==> src/aeg_pkg.sv <==
// Shared types and constants for the ADSR envelope generator.
// Used by the datapath, controller and top level; no dependencies.
package aeg_pkg;

   localparam int LEVEL_W     = 12;
   localparam int PHASE_W     = 3;
   localparam int CFG_LEN_W   = 12;
   localparam int TABLE_LEN_W = 13;
   localparam int CSR_DATA_W  = 13;
   localparam int CSR_INDEX_W = 3;

   localparam logic [CSR_INDEX_W-1:0] CSR_ATTACK  = 3'd0;
   localparam logic [CSR_INDEX_W-1:0] CSR_DECAY   = 3'd1;
   localparam logic [CSR_INDEX_W-1:0] CSR_SUSTAIN = 3'd2;
   localparam logic [CSR_INDEX_W-1:0] CSR_RELEASE = 3'd3;
   localparam logic [CSR_INDEX_W-1:0] CSR_TABLE   = 3'd4;

   localparam logic [CFG_LEN_W-1:0]   ATTACK_RST  = 12'd512;
   localparam logic [CFG_LEN_W-1:0]   DECAY_RST   = 12'd256;
   localparam logic [CFG_LEN_W-1:0]   SUSTAIN_RST = 12'd2048;
   localparam logic [CFG_LEN_W-1:0]   RELEASE_RST = 12'd512;
   localparam logic [TABLE_LEN_W-1:0] TABLE_RST   = 13'd1024;

   localparam logic [PHASE_W-1:0] PH_START   = 3'd0;
   localparam logic [PHASE_W-1:0] PH_ATTACK  = 3'd1;
   localparam logic [PHASE_W-1:0] PH_DECAY   = 3'd2;
   localparam logic [PHASE_W-1:0] PH_SUSTAIN = 3'd3;
   localparam logic [PHASE_W-1:0] PH_RELEASE = 3'd4;
   localparam logic [PHASE_W-1:0] PH_REST    = 3'd5;

   localparam logic [1:0] DIV_ATT = 2'd0;
   localparam logic [1:0] DIV_DEC = 2'd1;
   localparam logic [1:0] DIV_REL = 2'd2;

   typedef struct packed {
      logic       take;
      logic       div_start;
      logic [1:0] div_sel;
      logic       eval;
      logic       commit;
   } aeg_cmd_type;

   typedef struct packed {
      logic steps_ok;
      logic div_done;
      logic need_rel;
      logic out_free;
   } aeg_stat_type;

endpackage

==> src/aeg_divider.sv <==
// Restoring divider, one quotient bit per cycle.
// Stand-alone; no package needed.
module aeg_divider #(
   parameter int DIVIDEND_W = 12,
   parameter int DIVISOR_W  = 12
) (
   input  logic                  clock,
   input  logic                  reset,
   input  logic                  start,
   input  logic [DIVIDEND_W-1:0] dividend,
   input  logic [DIVISOR_W-1:0]  divisor,
   output logic                  done,
   output logic [DIVIDEND_W-1:0] quotient
);

   localparam int CNT_W = $clog2(DIVIDEND_W + 1);

   logic [CNT_W-1:0]      cnt_ff;
   logic [DIVIDEND_W-1:0] quo_ff;
   logic [DIVISOR_W-1:0]  rem_ff;
   logic [DIVISOR_W-1:0]  den_ff;
   logic                  done_ff;
   logic [DIVISOR_W:0]    trial;
   logic [DIVISOR_W:0]    diff;
   logic                  fits;

   assign trial = {rem_ff, quo_ff[DIVIDEND_W-1]};
   assign diff  = trial - {1'b0, den_ff};
   assign fits  = trial >= {1'b0, den_ff};

   always_ff @(posedge clock) begin
      if (reset) begin
         cnt_ff  <= '0;
         done_ff <= 1'b0;
      end else begin
         done_ff <= 1'b0;
         if (start) begin
            cnt_ff <= CNT_W'(DIVIDEND_W);
         end else if (cnt_ff != '0) begin
            cnt_ff <= cnt_ff - CNT_W'(1);
            if (cnt_ff == CNT_W'(1)) begin
               done_ff <= 1'b1;
            end
         end
      end
   end

   always_ff @(posedge clock) begin
      if (start) begin
         quo_ff <= dividend;
         rem_ff <= '0;
         den_ff <= divisor;
      end else if (cnt_ff != '0) begin
         quo_ff <= {quo_ff[DIVIDEND_W-2:0], fits};
         rem_ff <= fits ? diff[DIVISOR_W-1:0] : trial[DIVISOR_W-1:0];
      end
   end

   assign done     = done_ff;
   assign quotient = quo_ff;

endmodule

==> src/aeg_datapath.sv <==
// Datapath: config registers, envelope state, phase evaluation and result register.
// Depends on aeg_pkg and aeg_divider; driven by aeg_controller.
module aeg_datapath
   import aeg_pkg::*;
#(
   parameter int LEVEL_MAX = 4095,
   parameter int MAX_TABLE = 4096
) (
   input  logic                   clock,
   input  logic                   reset,
   input  logic                   req_restart,
   input  logic                   csr_write,
   input  logic [CSR_INDEX_W-1:0] csr_index,
   input  logic [CSR_DATA_W-1:0]  csr_data,
   input  logic                   rsp_ready,
   output logic                   rsp_valid,
   output logic [LEVEL_W-1:0]     rsp_level,
   output logic [PHASE_W-1:0]     rsp_phase,
   output logic                   rsp_last,
   input  aeg_cmd_type            cmd,
   output aeg_stat_type           stat
);

   localparam int LW = $clog2(LEVEL_MAX + 1);
   localparam int PW = $clog2(MAX_TABLE);
   localparam int NW = $clog2(MAX_TABLE + 1);
   localparam int CW = ((NW > TABLE_LEN_W) ? NW : TABLE_LEN_W) + 1;
   localparam int OW = (LW > LEVEL_W) ? LW : LEVEL_W;
   localparam int SW = (LW > CFG_LEN_W) ? LW : CFG_LEN_W;
   localparam logic [LW-1:0] TOP       = LW'(LEVEL_MAX);
   localparam logic [CW-1:0] TABLE_TOP = CW'(MAX_TABLE);

   logic [CFG_LEN_W-1:0]   attack_len_ff, decay_len_ff, sustain_ff, release_len_ff;
   logic [TABLE_LEN_W-1:0] table_len_ff;

   logic [PW-1:0]      pos_ff;
   logic [LW-1:0]      lvl_ff, rstep_ff, att_step_ff, dec_step_ff;
   logic [PHASE_W-1:0] ph_ff;
   logic               steps_ok_ff;
   logic [1:0]         div_sel_ff;

   logic [LW-1:0]      wlvl_ff;
   logic [PHASE_W-1:0] wph_ff;
   logic               wset_ff;

   logic               rsp_valid_ff, rsp_last_ff;
   logic [LEVEL_W-1:0] rsp_level_ff;
   logic [PHASE_W-1:0] rsp_phase_ff;

   logic [CFG_LEN_W-1:0] att, dec, rls;
   logic [SW-1:0]        sus_ext;
   logic [LW-1:0]        sus;
   logic [CW-1:0]        tl, n, rel_at, p_c;
   logic                 is_last;

   logic [LW-1:0]        a_lvl, b_lvl;
   logic [PHASE_W-1:0]   a_ph, b_ph;
   logic                 a_set, a_div;
   logic [OW-1:0]        lvl_ext;

   logic [LW-1:0]        div_dividend;
   logic [CFG_LEN_W-1:0] div_divisor;
   logic                 div_done;
   logic [LW-1:0]        div_quotient;

   assign att     = (attack_len_ff == '0) ? CFG_LEN_W'(1) : attack_len_ff;
   assign dec     = (decay_len_ff == '0) ? CFG_LEN_W'(1) : decay_len_ff;
   assign rls     = (release_len_ff == '0) ? CFG_LEN_W'(1) : release_len_ff;
   assign sus_ext = SW'(sustain_ff);
   assign sus     = (sus_ext > SW'(TOP)) ? TOP : LW'(sus_ext);
   assign tl      = CW'(table_len_ff);
   assign n       = (tl < CW'(2)) ? CW'(2) : ((tl > TABLE_TOP) ? TABLE_TOP : tl);
   assign rel_at  = n >> 1;
   assign p_c     = CW'(pos_ff);
   assign is_last = (p_c == n - CW'(1));

   // start, attack, decay and sustain, falling through within one tick
   always_comb begin
      a_lvl = lvl_ff;
      a_ph  = ph_ff;
      a_set = 1'b0;
      a_div = 1'b0;
      if (pos_ff == '0) begin
         a_lvl = '0;
         a_ph  = PH_START;
         a_set = 1'b1;
      end else if (a_ph == PH_START) begin
         a_ph = PH_ATTACK;
      end
      if (!a_set && a_ph == PH_ATTACK) begin
         if (p_c < CW'(att) && p_c < rel_at &&
             ({1'b0, a_lvl} + {1'b0, att_step_ff}) <= {1'b0, TOP}) begin
            a_lvl = a_lvl + att_step_ff;
            a_set = 1'b1;
         end else begin
            a_ph = PH_DECAY;
         end
      end
      if (!a_set && a_ph == PH_DECAY) begin
         if (p_c < (CW'(att) + CW'(dec)) && p_c < rel_at) begin
            if ({1'b0, a_lvl} < ({1'b0, sus} + {1'b0, dec_step_ff})) begin
               a_lvl = sus;
               a_ph  = PH_SUSTAIN;
            end else begin
               a_lvl = a_lvl - dec_step_ff;
            end
            a_set = 1'b1;
         end else begin
            a_ph = PH_SUSTAIN;
         end
      end
      if (!a_set && a_ph == PH_SUSTAIN) begin
         if (p_c < rel_at) begin
            a_lvl = sus;
            a_set = 1'b1;
         end else begin
            a_div = 1'b1;
            a_ph  = PH_RELEASE;
         end
      end
   end

   // release and rest
   always_comb begin
      b_lvl = wlvl_ff;
      b_ph  = wph_ff;
      if (!wset_ff) begin
         if (wph_ff == PH_RELEASE && p_c < (rel_at + CW'(rls))) begin
            b_lvl = (wlvl_ff >= rstep_ff) ? wlvl_ff - rstep_ff : '0;
         end else begin
            b_ph  = PH_REST;
            b_lvl = '0;
         end
      end
   end

   assign lvl_ext = OW'(b_lvl);

   always_comb begin
      case (cmd.div_sel)
         DIV_DEC: begin
            div_dividend = TOP - sus;
            div_divisor  = dec;
         end
         DIV_REL: begin
            div_dividend = a_lvl;
            div_divisor  = rls;
         end
         default: begin
            div_dividend = TOP;
            div_divisor  = att;
         end
      endcase
   end

   aeg_divider #(
      .DIVIDEND_W (LW),
      .DIVISOR_W  (CFG_LEN_W)
   ) u_divider (
      .clock    (clock),
      .reset    (reset),
      .start    (cmd.div_start),
      .dividend (div_dividend),
      .divisor  (div_divisor),
      .done     (div_done),
      .quotient (div_quotient)
   );

   always_ff @(posedge clock) begin
      if (reset) begin
         attack_len_ff  <= ATTACK_RST;
         decay_len_ff   <= DECAY_RST;
         sustain_ff     <= SUSTAIN_RST;
         release_len_ff <= RELEASE_RST;
         table_len_ff   <= TABLE_RST;
      end else if (csr_write) begin
         unique case (csr_index)
            CSR_ATTACK:  attack_len_ff  <= csr_data[CFG_LEN_W-1:0];
            CSR_DECAY:   decay_len_ff   <= csr_data[CFG_LEN_W-1:0];
            CSR_SUSTAIN: sustain_ff     <= csr_data[CFG_LEN_W-1:0];
            CSR_RELEASE: release_len_ff <= csr_data[CFG_LEN_W-1:0];
            CSR_TABLE:   table_len_ff   <= csr_data;
            default: ;
         endcase
      end
   end

   // cached attack and decay steps, stale after a write to their inputs
   always_ff @(posedge clock) begin
      if (reset) begin
         steps_ok_ff <= 1'b0;
      end else if (csr_write && (csr_index == CSR_ATTACK || csr_index == CSR_DECAY ||
                                 csr_index == CSR_SUSTAIN)) begin
         steps_ok_ff <= 1'b0;
      end else if (div_done && div_sel_ff == DIV_DEC) begin
         steps_ok_ff <= 1'b1;
      end
   end

   always_ff @(posedge clock) begin
      if (cmd.div_start) begin
         div_sel_ff <= cmd.div_sel;
      end
      if (div_done && div_sel_ff == DIV_ATT) begin
         att_step_ff <= div_quotient;
      end
      if (div_done && div_sel_ff == DIV_DEC) begin
         dec_step_ff <= div_quotient;
      end
      if (cmd.eval) begin
         wlvl_ff <= a_lvl;
         wph_ff  <= a_ph;
         wset_ff <= a_set;
      end
   end

   always_ff @(posedge clock) begin
      if (reset) begin
         pos_ff   <= '0;
         lvl_ff   <= '0;
         ph_ff    <= PH_START;
         rstep_ff <= '0;
      end else if (cmd.take) begin
         if (req_restart || p_c >= n) begin
            pos_ff   <= '0;
            lvl_ff   <= '0;
            ph_ff    <= PH_START;
            rstep_ff <= '0;
         end
      end else if (div_done && div_sel_ff == DIV_REL) begin
         rstep_ff <= div_quotient;
      end else if (cmd.commit) begin
         if (is_last) begin
            pos_ff   <= '0;
            lvl_ff   <= '0;
            ph_ff    <= PH_START;
            rstep_ff <= '0;
         end else begin
            pos_ff <= pos_ff + PW'(1);
            lvl_ff <= b_lvl;
            ph_ff  <= b_ph;
         end
      end
   end

   always_ff @(posedge clock) begin
      if (reset) begin
         rsp_valid_ff <= 1'b0;
      end else if (cmd.commit) begin
         rsp_valid_ff <= 1'b1;
      end else if (rsp_ready) begin
         rsp_valid_ff <= 1'b0;
      end
   end

   always_ff @(posedge clock) begin
      if (cmd.commit) begin
         rsp_level_ff <= lvl_ext[LEVEL_W-1:0];
         rsp_phase_ff <= b_ph;
         rsp_last_ff  <= is_last;
      end
   end

   assign stat.steps_ok = steps_ok_ff;
   assign stat.div_done = div_done;
   assign stat.need_rel = a_div;
   assign stat.out_free = !rsp_valid_ff || rsp_ready;

   assign rsp_valid = rsp_valid_ff;
   assign rsp_level = rsp_level_ff;
   assign rsp_phase = rsp_phase_ff;
   assign rsp_last  = rsp_last_ff;

endmodule

==> src/aeg_controller.sv <==
// Sequencer for one envelope tick: step divisions, evaluation, result hand-off.
// Depends on aeg_pkg; commands aeg_datapath.
module aeg_controller
   import aeg_pkg::*;
(
   input  logic         clock,
   input  logic         reset,
   input  logic         req_valid,
   output logic         req_ready,
   input  aeg_stat_type stat,
   output aeg_cmd_type  cmd
);

   localparam logic [2:0] S_IDLE    = 3'd0;
   localparam logic [2:0] S_DIV_ATT = 3'd1;
   localparam logic [2:0] S_DIV_DEC = 3'd2;
   localparam logic [2:0] S_EVAL    = 3'd3;
   localparam logic [2:0] S_DIV_REL = 3'd4;
   localparam logic [2:0] S_FINISH  = 3'd5;

   logic [2:0] state_ff, state_in;

   always_comb begin
      cmd       = '0;
      state_in  = state_ff;
      req_ready = (state_ff == S_IDLE);
      unique case (state_ff)
         S_IDLE: begin
            if (req_valid) begin
               cmd.take = 1'b1;
               if (!stat.steps_ok) begin
                  cmd.div_start = 1'b1;
                  cmd.div_sel   = DIV_ATT;
                  state_in      = S_DIV_ATT;
               end else begin
                  state_in = S_EVAL;
               end
            end
         end
         S_DIV_ATT: begin
            if (stat.div_done) begin
               cmd.div_start = 1'b1;
               cmd.div_sel   = DIV_DEC;
               state_in      = S_DIV_DEC;
            end
         end
         S_DIV_DEC: begin
            if (stat.div_done) begin
               state_in = S_EVAL;
            end
         end
         S_EVAL: begin
            cmd.eval = 1'b1;
            if (stat.need_rel) begin
               cmd.div_start = 1'b1;
               cmd.div_sel   = DIV_REL;
               state_in      = S_DIV_REL;
            end else begin
               state_in = S_FINISH;
            end
         end
         S_DIV_REL: begin
            if (stat.div_done) begin
               state_in = S_FINISH;
            end
         end
         S_FINISH: begin
            if (stat.out_free) begin
               cmd.commit = 1'b1;
               state_in   = S_IDLE;
            end
         end
         default: state_in = S_IDLE;
      endcase
   end

   always_ff @(posedge clock) begin
      if (reset) begin
         state_ff <= S_IDLE;
      end else begin
         state_ff <= state_in;
      end
   end

endmodule

==> src/adsr_envelope_generator.sv <==
// ADSR envelope generator top level: one envelope sample per request.
// An accepted request passes through the evaluation and finish states, plus the release step
// division at the gate release and, after reset or a write to attack, decay or sustain, the attack
// and decay step divisions first; the result is registered at commit, and idle takes the next.
// The next request is taken while a finished result waits; a result still waiting holds the next.
// Synchronous reset restores the config reset values and clears the envelope state.
module adsr_envelope_generator
   import aeg_pkg::*;
#(
   parameter int LEVEL_MAX = 4095,
   parameter int MAX_TABLE = 4096
) (
   input  logic                   clock,
   input  logic                   reset,
   input  logic                   req_valid,
   output logic                   req_ready,
   input  logic                   req_restart,
   output logic                   rsp_valid,
   input  logic                   rsp_ready,
   output logic [LEVEL_W-1:0]     rsp_level,
   output logic [PHASE_W-1:0]     rsp_phase,
   output logic                   rsp_last,
   input  logic                   csr_write,
   input  logic [CSR_INDEX_W-1:0] csr_index,
   input  logic [CSR_DATA_W-1:0]  csr_data
);

   aeg_cmd_type  cmd;
   aeg_stat_type stat;

   aeg_controller u_controller (
      .clock     (clock),
      .reset     (reset),
      .req_valid (req_valid),
      .req_ready (req_ready),
      .stat      (stat),
      .cmd       (cmd)
   );

   aeg_datapath #(
      .LEVEL_MAX (LEVEL_MAX),
      .MAX_TABLE (MAX_TABLE)
   ) u_datapath (
      .clock       (clock),
      .reset       (reset),
      .req_restart (req_restart),
      .csr_write   (csr_write),
      .csr_index   (csr_index),
      .csr_data    (csr_data),
      .rsp_ready   (rsp_ready),
      .rsp_valid   (rsp_valid),
      .rsp_level   (rsp_level),
      .rsp_phase   (rsp_phase),
      .rsp_last    (rsp_last),
      .cmd         (cmd),
      .stat        (stat)
   );

endmodule
==> config.mk <==
export PLATFORM = sky130hd
export DESIGN_NAME = adsr_envelope_generator
export DESIGN_NICKNAME = d
export VERILOG_FILES = /design/src/aeg_pkg.sv /design/src/aeg_divider.sv /design/src/aeg_datapath.sv /design/src/aeg_controller.sv /design/src/adsr_envelope_generator.sv
export SDC_FILE = /design/constraint.sdc
export NUM_CORES = 1
export LEC_CHECK = 0
export BUFFER_PORTS_ARGS = -buffer_cell sky130_fd_sc_hd__buf_2
export CAP_MARGIN = 20
export CORE_MARGIN = 3
export CORE_UTILIZATION = 50
export CTS_CLUSTER_SIZE = 16
export DETAILED_ROUTE_END_ITERATION = 7
export PLACE_DENSITY = 0.64
export SETUP_SLACK_MARGIN = 0.4
export SLEW_MARGIN = 20
export SYNTH_ARGS = -nofsm -noshare
export SYNTH_HDL_FRONTEND = slang
export SYNTH_SLANG_ARGS = --single-unit
==> constraint.sdc <==
create_clock -name clock -period 19.93 [get_ports clock]
set_clock_uncertainty 0.2 [all_clocks]
set_input_delay 3.986 -clock clock [delete_from_list [all_inputs] [get_ports clock]]
set_output_delay 3.986 -clock clock [all_outputs]
set_load 0.03 [all_outputs]
# == Yosys cells after proc, flatten, opt, wreduce, memory -nomap -nowiden ==
# Cells that the tools add are included.
# Widths: inputs -> output; s select.
# totals
wordCells,204
reg_bits,204
in_bits,22
output_inout_bits,18
# op_classes
bitwise_logic,1
n_eq_ne,26
muxes,82
n_reduce_logical,44
addsub,12
order_cmp,12
# op_table
cell,n
$mux 12,31
$mux 3,24
$logic_not 12->1,4
$pmux 12 s2,2
$add 12x12->13,3
$sub 12x12->12,3
$lt 12x14->1,2
$lt 12x13->1,2
$eq 3x2->1 const B,6
$pmux 3 s6,1
$mux 1,17
$add 13x12->14,1
$eq 12x14->1,1
$ge 12x14->1,1
$mux 14,1
$sub 14x1->14 const B,1
$ge 13x12->1,1
$gt 13x13->1 const B,1
$le 13x12->1 const B,1
$lt 13x2->1 const B,1
$mux 13,1
$add 12x1->12 const B,1
$add 12x12->12,1
$eq 3x3->1 const B,4
other kinds (28),66

# == Longest topological paths before layout ==
# depth
word_depth,20
ltp_mapped,32
depth_no_buf,28

# == Modules after synthesis ==
# A second synthesis with hierarchy kept.
# unflattened
hier_cells,1662
hier_area_um2,14654.1
# modules_own_cells
mod,area_per_inst_um2,instances,cells_each,seq_area_each_um2
aeg_datapath,12094.1,1,1416,3783.6
aeg_divider,2287.2,1,212,1061.0
aeg_controller,272.8,1,34,60.1

# == Least setup slack after synthesis ==
# Ideal clock, no wire load.
# synth_timing
kind,register to register
start,reg u_datapath.pos_ff[1]
end,"reg u_datapath.u_divider.quo_ff[8], in the netlist u_datapath.u_divider.quotient[8] (data pin)"
setup_ns,0.261
slack_ns,13.435
synth_period_minus_slack_ns,6.495
path_stages_with_launch,31
t_arrival_ns,6.034
path_buffers,4
t_required_ns,19.469
path_cell_list,dfxtp_1 -> clkbuf_1 -> inv_1 -> ha_1 -> nor4b_1 -> nand3_1 -> buf_6 -> clkbuf_1 -> and2_1 -> ha_1 -> a21oi_1 -> o221ai_1 -> o22ai_1 -> nor2_2 -> a2111oi_4 -> nand2_1 -> clkbuf_1 -> mux2i_1 -> ha_1 -> inv_1 -> fa_1 -> a21o_1 -> a21oi_1 -> o21bai_1 -> a21oi_1 -> o21bai_1 -> a21o_1 -> xor2_1 -> a221o_1 -> a221oi_1 -> nor2_1
# synth_via
elab_cells_between_ends,48
classes_between,3 x add/sub; 5 x order compare; 5 x eq/ne; 25 x mux; 10 x reduce/logical
# synth_rtl
element,line_no,text
start: declaration,aeg_datapath.sv:36,logic [PW-1:0] pos_ff;
start signal: assignment,aeg_datapath.sv:239,pos_ff <= pos_ff + PW'(1);
$logic_not 12->1,aeg_datapath.sv:83,if (pos_ff == '0) begin
$mux 12,aeg_datapath.sv:83,
$add 12x12->13,aeg_datapath.sv:92,"({1'b0, a_lvl} + {1'b0, att_step_ff}) <= {1'b0, TOP}) begin"
$le 13x12->1,aeg_datapath.sv:92,
$logic_and 1x1->1,aeg_datapath.sv:91,if (p_c < CW'(att) && p_c < rel_at &&
$mux 12,aeg_datapath.sv:91,
$mux 12,aeg_datapath.sv:90,if (!a_set && a_ph == PH_ATTACK) begin
$lt 12x13->1,aeg_datapath.sv:101,"if ({1'b0, a_lvl} < ({1'b0, sus} + {1'b0, dec_step_ff})) begin"
$mux 3,aeg_datapath.sv:101,
$mux 3,aeg_datapath.sv:100,if (p_c < (CW'(att) + CW'(dec)) && p_c < rel_at) begin
$mux 3,aeg_datapath.sv:99,if (!a_set && a_ph == PH_DECAY) begin
$eq 3x2->1,aeg_datapath.sv:112,if (!a_set && a_ph == PH_SUSTAIN) begin
$logic_and 1x1->1,aeg_datapath.sv:112,
$mux 12 (*),aeg_datapath.sv:112,
named net u_datapath.a_lvl[8],aeg_datapath.sv:56,"logic [LW-1:0] a_lvl, b_lvl;"
$pmux 12 s2 (*),aeg_datapath.sv:140,case (cmd.div_sel)
$mux 12 (*),aeg_divider.sv:49,if (start) begin
end signal: assignment,aeg_divider.sv:50,quo_ff <= dividend;
end signal: assignment,aeg_divider.sv:54,"quo_ff <= {quo_ff[DIVIDEND_W-2:0], fits};"
end: declaration,aeg_divider.sv:19,logic [DIVIDEND_W-1:0] quo_ff;
# The timed path passes the listed nets; every way through them passes the cells marked *.
# A chain may end at the register's enable or synchronous reset.

# == Worst setup path after layout ==
# layout_timing
start,reg u_datapath.pos_ff[1]
end,"reg u_datapath.u_divider.quo_ff[3], in the netlist u_datapath.u_divider.quotient[3] (data pin)"
# Same word-level chain as after synthesis.

==> run summary <==
Post-synthesis net count: 1894
Post-synth top flop: dfxtp_1
Total track usage: 26.96%
H-tree Lvls: 1
Pwr/cell area: 87.04 nW/um2
Synth Instances: 1712
Io pins: 40
Distinct cells, synth: 97
Final Instance Area: 15740 um2
Hold EP: u_datapath.u_divider.rem_ff[11]
Max-Cap Viols: 0
DRT iter0 DRCs: 1064
Fmax: 117.3 MHz
Mux cell area share after synthesis: 0.8802%
# DRC: 0
Status: complete, no violations
Largest family of logic cells by synthesized area: compound AO/OA/AOI/OAI gates
R2R setup slack: 11.40 ns
Worst Setup End Kind: flop
Clock Pin Slew Worst Setup and Hold Paths: 0.07 ns
DRT antenna net count: 0
Worst-margin pin slew: 1.144 ns
Skew-Pair Late Insertion Delay: 0.54 ns
Yosys warns: 0
Reg-to-Reg End: u_datapath.u_divider.quotient[3]
Width of the chip: 177.1 um
Num rows: 62
Unrepaired setup endpoints after global routing: false
Required @ worst endpoint: 20.00 ns
Top cell type's share of synthesized area: 16.82%
Hold WC Path Type: flop to flop
Hold violation total from the final report: 0
Via count: 12551
Switching Fraction: 33.81%
Util after Layout: 54.69%
CP arrival: 8.60 ns
DP HPWL: 32.63 mm
Layout area overhead: 7.503%
Critical Path Start Type: flop
Top cells by area, synth: edfxtp_1, dfxtp_1, ha_1
Crit path max fanout: 22
Clock Power Share: 33.1%
HP Start: u_datapath.u_divider.rem_ff[11]
Die area: 31370 um2
Critical path class: flop to flop
Port bufs: 39
Largest net degree at the start of global routing: 75
Vias in the first global route: 11941
Worst reg2reg path depth: 26
TNS Setup: 0 ns
Sequential power share: 39.9%
Period utilization: 42.78%
Ys async rst share: 0%
Post-CTS Setup Inserts: 0
Root Driver: clkbuf_16
Layout net count: 1865
Core area: 28780 um2
Hold Path Cell Cnt: 2
Switching power: 463.2 uW
Final wirelength: 43.03 mm
Total gr overflow: 0
Initial core utilization: 50.87%
RD Place Congestion: 0.9549
Post-synthesis compound-gate area fraction: 22.59%
Synth Area in Adders: 14.12%
Synth Cell Area: 14640 um2
Synth area leader: edfxtp_1
Cts bufs inserted: 25
Dpl cells: 2040
Post-DP Area: 14930 um2
Fin. max-slew vios: 0
Die height: 177.1 um
Synthesized area per cell: 8.552 um2
Global-route wire length before repair: 66.70 mm
Max Buffers Root-to-Sink: 3
Hold_buf cts: 0
Cell with the most instances after synthesis: nand2_1
Synth top cells by count: nand2_1, ha_1, a21oi_1, dfxtp_1
Comb pwr share: 27.0%
R2R Path Start: u_datapath.pos_ff[1]
Final non-filler cell total: 2085
Peak VDD IR: 71.93 uV
CTS Sinks: 204
# diodes: 0
# resized after CTS: 0
Register area share after synthesis: 33.50%
Drt wl/cell: 20.64 um
Final Setup Violations: 0
Post-synth EDFFs: 82
TritonCTS clock tree: done
Layout cell share with drive strength beyond 1: 8.113%
Worst rel slew slack: 21.73%
Number of synthesized register bits: 204
P_int: 906.8 uW
Pleak: 0.006476 uW
Post-Synth XOR/XNOR Area: 4.606%
First-pass iteration count of the detailed router: 5
Vias/cell: 6.020
Initial antenna violation count: 0
Fin Hold WS: 0.2602 ns
Post-synthesis simple-gate area fraction: 18.14%
Fin crit period: 8.525 ns
final cells by class:
class / instances / area [um2]
tap: 384 / 480.5
clock buffer: 32 / 671.9
multi-input combinational: 1287 / 8840
inverter: 116 / 435.4
sequential: 204 / 4905
clock inverter: 13 / 137.6
fill: 2713 / 13040
timing repair buffer: 49 / 270.3
power by group through the flow:
stage / clock (uW) / combinational, uW / sequential [uW]
CTS: 459 / 369 / 547
detailed placement: 0 / 364 / 556
finish: 453 / 370 / 547
global placement: 0 / 358 / 554
global route: 476 / 419 / 551
floorplan: 0 / 289 / 529
routing by layer:
metal | vias to the layer above | share of wire, % | wire [um] | track usage [%]
met3 | 92 | 5.6 | 2414 | 2.831
met5 | - | 0 | 0 | 0
li1 | 6134 | - | - | -
met4 | 0 | 3.7 | 1580 | 9.493
met1 | 5905 | 44 | 18720 | 35.84
met2 | 420 | 47 | 20310 | 45.64
registers in the layout (all words and copies together) (netlist names), 2 cells and up:
signal,cells
u_datapath.u_divider.quotient,12
u_datapath.wlvl_ff,12
u_datapath.rsp_level,12
u_datapath.div_sel_ff,2
u_datapath.dec_step_ff,12
u_datapath.table_len_ff,13
u_datapath.u_divider.den_ff,12
u_datapath.decay_len_ff,12
u_datapath.attack_len_ff,12
u_datapath.rstep_ff,12
u_datapath.release_len_ff,12
u_datapath.ph_ff,3
u_datapath.u_divider.rem_ff,12
u_datapath.lvl_ff,12
u_datapath.sus_ext,12
u_controller.state_ff,3
u_datapath.rsp_phase,3
u_datapath.att_step_ff,12
u_datapath.pos_ff,12
u_datapath.u_divider.cnt_ff,4
u_datapath.wph_ff,3
stage by stage:
| step | power [uW] | worst slack [ns] |
|---|---|---|
| 2_1_floorplan | 817.4 | 13.44 |
| 3_3_place_gp | 912.4 | 11.89 |
| 3_5_place_dp | 919.9 | 11.65 |
| 4_1_cts | 1374 | 11.56 |
| 5_1_grt | 1446 | 10.84 |
| 6_report | 1370 | 11.40 |
cell families after synthesis:
family,count (synthesis)
xor gates and xnor gates,77
AOI/OAI and AO/OA,479
DFF,204
adders and majority gates,162
buffers and inverters,221
muxes,12
and+or+nand+nor,557
critical path, cell delays in order, from the launching register on:
cell       delay [ns]
dfxtp_1          0.46
inv_1            0.15
ha_1             0.16
nor4b_1          0.38
nand3_1          0.64
and2_2           0.50
ha_1             0.23
ha_1             0.26
a211oi_1         0.34
o221ai_1         0.23
o22ai_1          0.29
nor2_2           0.14
a2111oi_4        0.41
nand2_1          0.56
nor3_1           0.31
o22ai_1          0.19
ha_1             0.39
a21o_1           0.11
a21o_1           0.10
a21oi_1          0.08
a2111o_1         0.40
a31o_2           0.24
o21a_4           0.21
nor3_2           0.66
a222oi_1         0.23
a221oi_1         0.29
nor2_1           0.06
cell usage in the layout, fill, tap and decap left out, types with 9 or more instances in the layout:
master / instances
a211oi_1: 28
a21boi_0: 9
a21o_1: 35
a21oi_1: 152
a221oi_1: 19
a22o_1: 22
a32o_1: 12
and2_1: 15
and3_1: 12
buf_2: 39
buf_4: 10
clkbuf_16: 25
dfxtp_1: 122
edfxtp_1: 82
ha_1: 154
inv_1: 116
nand2_1: 212
nand2b_1: 22
nand3_1: 32
nand4_1: 18
nor2_1: 116
nor2b_1: 26
nor3_1: 41
nor4_1: 11
o211ai_1: 12
o21a_1: 13
o21ai_0: 63
or3_1: 9
xnor2_1: 48
xor2_1: 29
worst max-delay path by stage:
| stage | startpoint | to | depth (start not counted) | slack (ns) |
|---|---|---|---|---|
| 2_1_floorplan | u_datapath.pos_ff[1] | u_datapath.u_divider.quotient[8] | 30 | 13.44 |
| 3_3_place_gp | u_datapath.pos_ff[1] | u_datapath.u_divider.quotient[3] | 26 | 11.89 |
| 3_5_place_dp | u_datapath.pos_ff[0] | u_datapath.u_divider.quotient[3] | 26 | 11.65 |
| 4_1_cts | u_datapath.pos_ff[0] | u_datapath.u_divider.quotient[3] | 26 | 11.56 |
| 5_1_grt | u_datapath.pos_ff[0] | u_datapath.u_divider.quotient[3] | 26 | 10.84 |
| 6_report | u_datapath.pos_ff[1] | u_datapath.u_divider.quotient[3] | 26 | 11.40 |
Note: power is estimated with default switching activity, not from simulation.
